<file path="config.mk">
export PLATFORM = sky130hd
export DESIGN_NAME = dep_cell
export DESIGN_NICKNAME = d
export VERILOG_FILES = /design/src/design/dep_pkg.sv /design/src/design/dep_cell.sv
export SDC_FILE = /design/constraint.sdc
export NUM_CORES = 1
export LEC_CHECK = 0
export ABC_AREA = 1
export BUFFER_PORTS_ARGS = -buffer_cell sky130_fd_sc_hd__buf_2
export CORE_MARGIN = 8
export CORE_UTILIZATION = 47
export CTS_BUF_LIST = sky130_fd_sc_hd__clkbuf_4 sky130_fd_sc_hd__clkbuf_8
export DETAILED_ROUTE_END_ITERATION = 8
export PLACE_DENSITY = 0.83
export SLEW_MARGIN = 30
export SYNTH_ARGS = -nofsm -noshare
export SYNTH_HDL_FRONTEND = slang
export SYNTH_SLANG_ARGS = --single-unit
</file>
<file path="constraint.sdc">
create_clock -name clk_i -period 3.8 [get_ports clk_i]
set_input_delay 0.19 -clock clk_i [delete_from_list [all_inputs] [get_ports clk_i]]
set_output_delay 0.19 -clock clk_i [all_outputs]
set_load 0.02 [all_outputs]
</file>
<file path="src/design/dep_pkg.sv">
// Package: opcodes, cell control struct and size constants for the double-ended priority queue.
package dep_pkg;

  localparam int DefCapacity = 64;
  localparam int KeyW        = 32;
  localparam int OpW         = 2;
  localparam int CountOutW   = 7;

  typedef enum logic [OpW-1:0] {
    OP_INSERT  = 2'd0,
    OP_DEL_MAX = 2'd1,
    OP_DEL_MIN = 2'd2
  } opcode_e;

  typedef struct packed {
    logic ins;
    logic del_min;
  } cell_ctl_t;

endpackage

</file>
<file path="src/design/dep_cell.sv">
// One cell of the sorted key chain: holds one key and moves it with its neighbors.
module dep_cell (
  input  logic                              clk_i,
  input  dep_pkg::cell_ctl_t                ctl_i,
  input  logic signed [dep_pkg::KeyW-1:0]   key_i,
  input  logic                              occ_i,
  input  logic signed [dep_pkg::KeyW-1:0]   left_key_i,
  input  logic                              left_gt_i,
  input  logic signed [dep_pkg::KeyW-1:0]   right_key_i,
  output logic signed [dep_pkg::KeyW-1:0]   key_o,
  output logic                              gt_o
);

  logic signed [dep_pkg::KeyW-1:0] key_q, key_d;
  logic                            gt;

  assign gt = occ_i && (key_q > key_i);

  always_comb begin
    key_d = key_q;
    if (ctl_i.ins) begin
      if (left_gt_i) begin
        key_d = left_key_i;
      end else if (gt || !occ_i) begin
        key_d = key_i;
      end
    end else if (ctl_i.del_min) begin
      key_d = right_key_i;
    end
  end

  always_ff @(posedge clk_i) begin
    key_q <= key_d;
  end

  assign key_o = key_q;
  assign gt_o  = gt;

endmodule

</file>
---- Yosys cells after proc, flatten, opt, wreduce, memory -nomap -nowiden ----
Cells that the tools add are included.
W data, S select, Z words.
word-level totals
  flip-flop bits (word level) ............. 32
  bits of input ports ..................... 101
  output and inout bits ................... 33
operators by class
  magnitude comparators ................... 1
  equal/unequal tests ..................... 1
  muxes and demuxes ....................... 4
  reductions and logical operators ........ 5
operators by type and width
  kind                  number
  $mux W32              4
  $gt A32 B32 Y1        1
  $ne A3 B1 Y1 const B  1
  $reduce_and A2 Y1     1
  $reduce_bool A2 Y1    1
  $logic_and A1 B1 Y1   1
  $logic_not A1 Y1      1
  $logic_or A1 B1 Y1    1

---- Longest topological paths before layout ----
  word-level depth ........................ 6
  depth in mapped cells ................... 16
  mapped depth without buffers ............ 16

---- Least setup slack after synthesis ----
Ideal clock, no wire load.
  path kind ............................... register to register
  from .................................... reg key_q, in the netlist key_o[31]
  to ...................................... reg key_q, in the netlist key_o[0] (enable)
  setup time .............................. 400 ps
  arrival ................................. 2499 ps
  required time ........................... 3400 ps
  path slack .............................. 900 ps
  stages on the path, launching flop included .. 10
  period minus slack after synthesis ...... 2900 ps
  cell sequence ........................... edfxtp_1 -> ha_1 -> nand2_1 -> nor2_2 -> nand2_2 -> nor4_4 -> nand2_1 -> nand3_1 -> nand3_2 -> a21oi_2
between the ends
  word-level cells in the longest chain between the ends .. 5
ends and longest elaborated chain
  what                                RTL line        source
  start: declaration                  dep_cell.sv:14  logic signed [dep_pkg::KeyW-1:0] key_q, key_d;
  start signal: assignment            dep_cell.sv:33  key_q <= key_d;
  $gt A32 B32 Y1                      dep_cell.sv:17  assign gt = occ_i && (key_q > key_i);
  $logic_and A1 B1 Y1                 dep_cell.sv:17
  $logic_or A1 B1 Y1                  dep_cell.sv:24  end else if (gt || !occ_i) begin
  $ne A3 B1 Y1 (no source line)       -
  $reduce_and A2 Y1 (no source line)  -
Every way passes these cells.
A chain may end at the register's enable or synchronous reset.

---- Final worst setup path ----
  from .................................... reg key_q, in the netlist key_o[31]
  to ...................................... reg key_q, in the netlist key_o[11] (enable)
The elaborated chain is that of the path after synthesis.

==> results.cfg <==
[place]
globalplace.congestion = 0.799
hpwl_um = 6380
dp_slack_ns = 1.01
place_inst = 515
portBuffers = 133

[yosys]
yosysWarningCount = 0
ys_types = 24
avgSynthCellArea_um2 = 7.77
syn_area_mm2 = 0.00250
syn_inst = 322
synthTopCellsByArea = edfxtp_1, ha_1, o21ai_0, nand2_1, inv_1
synth_top_area_share = 0.384
yosys.area.top_type = edfxtp_1
syn-num-nets = 455
yosysSeqAreaShare = 0.384
synth_seq_cells = 32

[clocking]
cts-root-buf = clkbuf_8
clk_pin_slew_ns = 0.07
cts_hold_buf = 0
cts.sinks = 32
ctsResizeCount = 0
clkLatencyLatePin_ns = 0.28
cts_htree_levels = 2
cts_setup_buffers = 0
tritoncts = built
clock_tree.buffer_depth = 2
cts_buffers = 5

[sta]
report.final.slew_viol_count = 0
max_slew_margin = 0.570
setup_viol = 0
skew_ns = 0.00748
max_clock_freq_ghz = 0.363
timing.final.crit_share = 0.726
worstMarginPinSlew_ns = 0.643
setup_tns_ns = 0
fin_crit_ns = 2.76
hold_violations = 0
rsz0062_at_grt = false
setup_slack_ns = 1.04

[setup_path]
crit_chain = ha_1 > nand2_1 > nor2_2 > nand2_2 > nor4_4 > nand2_1 > nand3_1 > nand3_2 > a21oi_4 > buf_4
start_kind = register
critPathCaptureType = register
cpPeakStageDelay_ns = 0.55
cp_common_cell = nand2_1
cp.arrival_ns = 2.74
critPathMaxFanout = 19
critical_path_class = reg -> reg
slowest_stage = a21oi_4
critPathRequiredTime_ns = 3.78

[grt]
antenna_found_initial = 0
grt_pass1_wl_um = 12500
grt_use_total = 0.202
overflow = 0
grt_max_degree = 35
grt_pass1_vias = 2859

[routing]
wl_per_cell_um = 15.5
via_per_inst = 5.11
totalWireLength_um = 8110
postRouteAntennaNets = 0
num_vias = 2667
drtIter0Drc = 131
drt_pre_antenna_iters = 5
drc = 0

[pwr]
power_leakage_nw = 1.76
ir_worst_vdd_mv = 0.206
powerDensity_mw_per_mm2 = 327

[min_path]
hp-class = in -> reg

[job]
maxCapViolations = 0

[final_layout]
final_cells = 522
area_growth_pct = 32.4
n_antenna_cell = 0
drive_above_1_share = 0.338
finalNetCount = 585
largest_register_ff_count = 32

[floorplanning]
io_pins = 134
placementRows = 26
start_util = 0.490
dieArea_mm2 = 0.00791
die_w_um = 89.0
core_area_mm2 = 0.00511
die_y_um = 89.0

[run_status]
outcome = complete, no violations
-- through the flow --
| step | hold slack, ns | area, um^2 | power (mW) | utilization |
|---|---|---|---|---|
| after floorplan | 0.381 | 2500 | 0.683 | - |
| after global placement | 0.469 | 3230 | 0.816 | 0.632 |
| after detailed placement | 0.471 | 3230 | 0.833 | 0.632 |
| after CTS | 0.174 | 3310 | 1.09 | 0.648 |
| after global routing | 0.180 | 3310 | 1.15 | 0.648 |
| final | 0.180 | 3310 | 1.08 | 0.648 |
-- path summary, 6_finish.rpt --
| kind | slack [ns] | start | cells past startpoint | to |
|---|---|---|---|---|
| hold reg to reg | 1.14 | key_o[31] | 4 | key_o[0] |
| setup / recovery | 1.04 | key_o[31] | 10 | key_o[11] |
| hold / removal | 0.18 | right_key_i[1] | 3 | key_o[1] |
| setup reg to reg | 1.04 | key_o[31] | 10 | key_o[11] |
-- worst max-delay path, delay by kind of cell, from the launching register on --
family	cells	cell delay, ns
compound gates	1	0.55
fa+ha+maj	1	0.36
buf+inv	1	0.34
flops	1	0.40
simple gates	7	0.80
-- kinds of logic (layout without fill, tap and decap cells) --
group,after synthesis,in the layout,share of synthesized area
AOI/OAI and AO/OA,86,86,0.180
adders and majority gates,32,32,0.160
buffers and inverters,55,185,0.0835
DFF,32,32,0.384
and+or+nand+nor,117,117,0.193
-- routing by layer --
metal	vias to the layer above	routed length [um]	track usage
li1	1332	-	-
met5	-	0	0
met1	1215	3010	0.201
met2	104	4330	0.392
met3	16	605	0.0478
met4	0	164	0.0740
-- synthesized netlist by cell type --
| cell type | n |
|---|---|
| nand2_1 | 65 |
| a21oi_1 | 13 |
| o21a_1 | 1 |
| inv_1 | 41 |
| clkbuf_1 | 8 |
| buf_1 | 2 |
| nor2_2 | 2 |
| ha_1 | 32 |
| clkbuf_2 | 2 |
| inv_2 | 1 |
| o21a_2 | 1 |
| nand3_2 | 1 |
| nor4_4 | 1 |
| nor3_1 | 1 |
| a21o_1 | 2 |
| nand4_1 | 2 |
| clkinv_1 | 1 |
| o21ai_1 | 14 |
| nand2_2 | 2 |
| nand3_1 | 2 |
| edfxtp_1 | 32 |
| a21oi_2 | 2 |
| o21ai_0 | 53 |
| nor2_1 | 41 |
-- power breakdown --
group	total (mW)	switching (mW)	internal [mW]
sequential	0.460	0.0215	0.439
combinational	0.364	0.222	0.142
clock	0.257	0.125	0.132
-- final cells by class --
| class | instances | area [um^2] |
|---|---|---|
| multi-input cells | 235 | 1340 |
| clock inverters | 1 | 5.00 |
| repair buffers | 135 | 681 |
| clock buffers | 6 | 76.3 |
| flip-flops and latches | 32 | 961 |
| well taps | 70 | 87.6 |
| fillers | 461 | 1800 |
| inverters | 43 | 161 |
-- cell usage in the layout, fill, tap and decap left out, types with 2 or more instances in the layout --
master    Yosys  routed
nand4_1       2       2
inv_2         1       2
nor2_1       41      41
buf_4         0       2
a21o_1        2       2
clkbuf_8      0       5
nand2_1      65      65
o21ai_0      53      53
inv_1        41      40
ha_1         32      32
buf_2         0     133
nand3_1       2       2
nand2_2       2       2
edfxtp_1     32      32
a21oi_1      13      13
nor2_2        2       2
o21ai_1      14      14
Note: power is estimated with default switching activity, not from simulation.
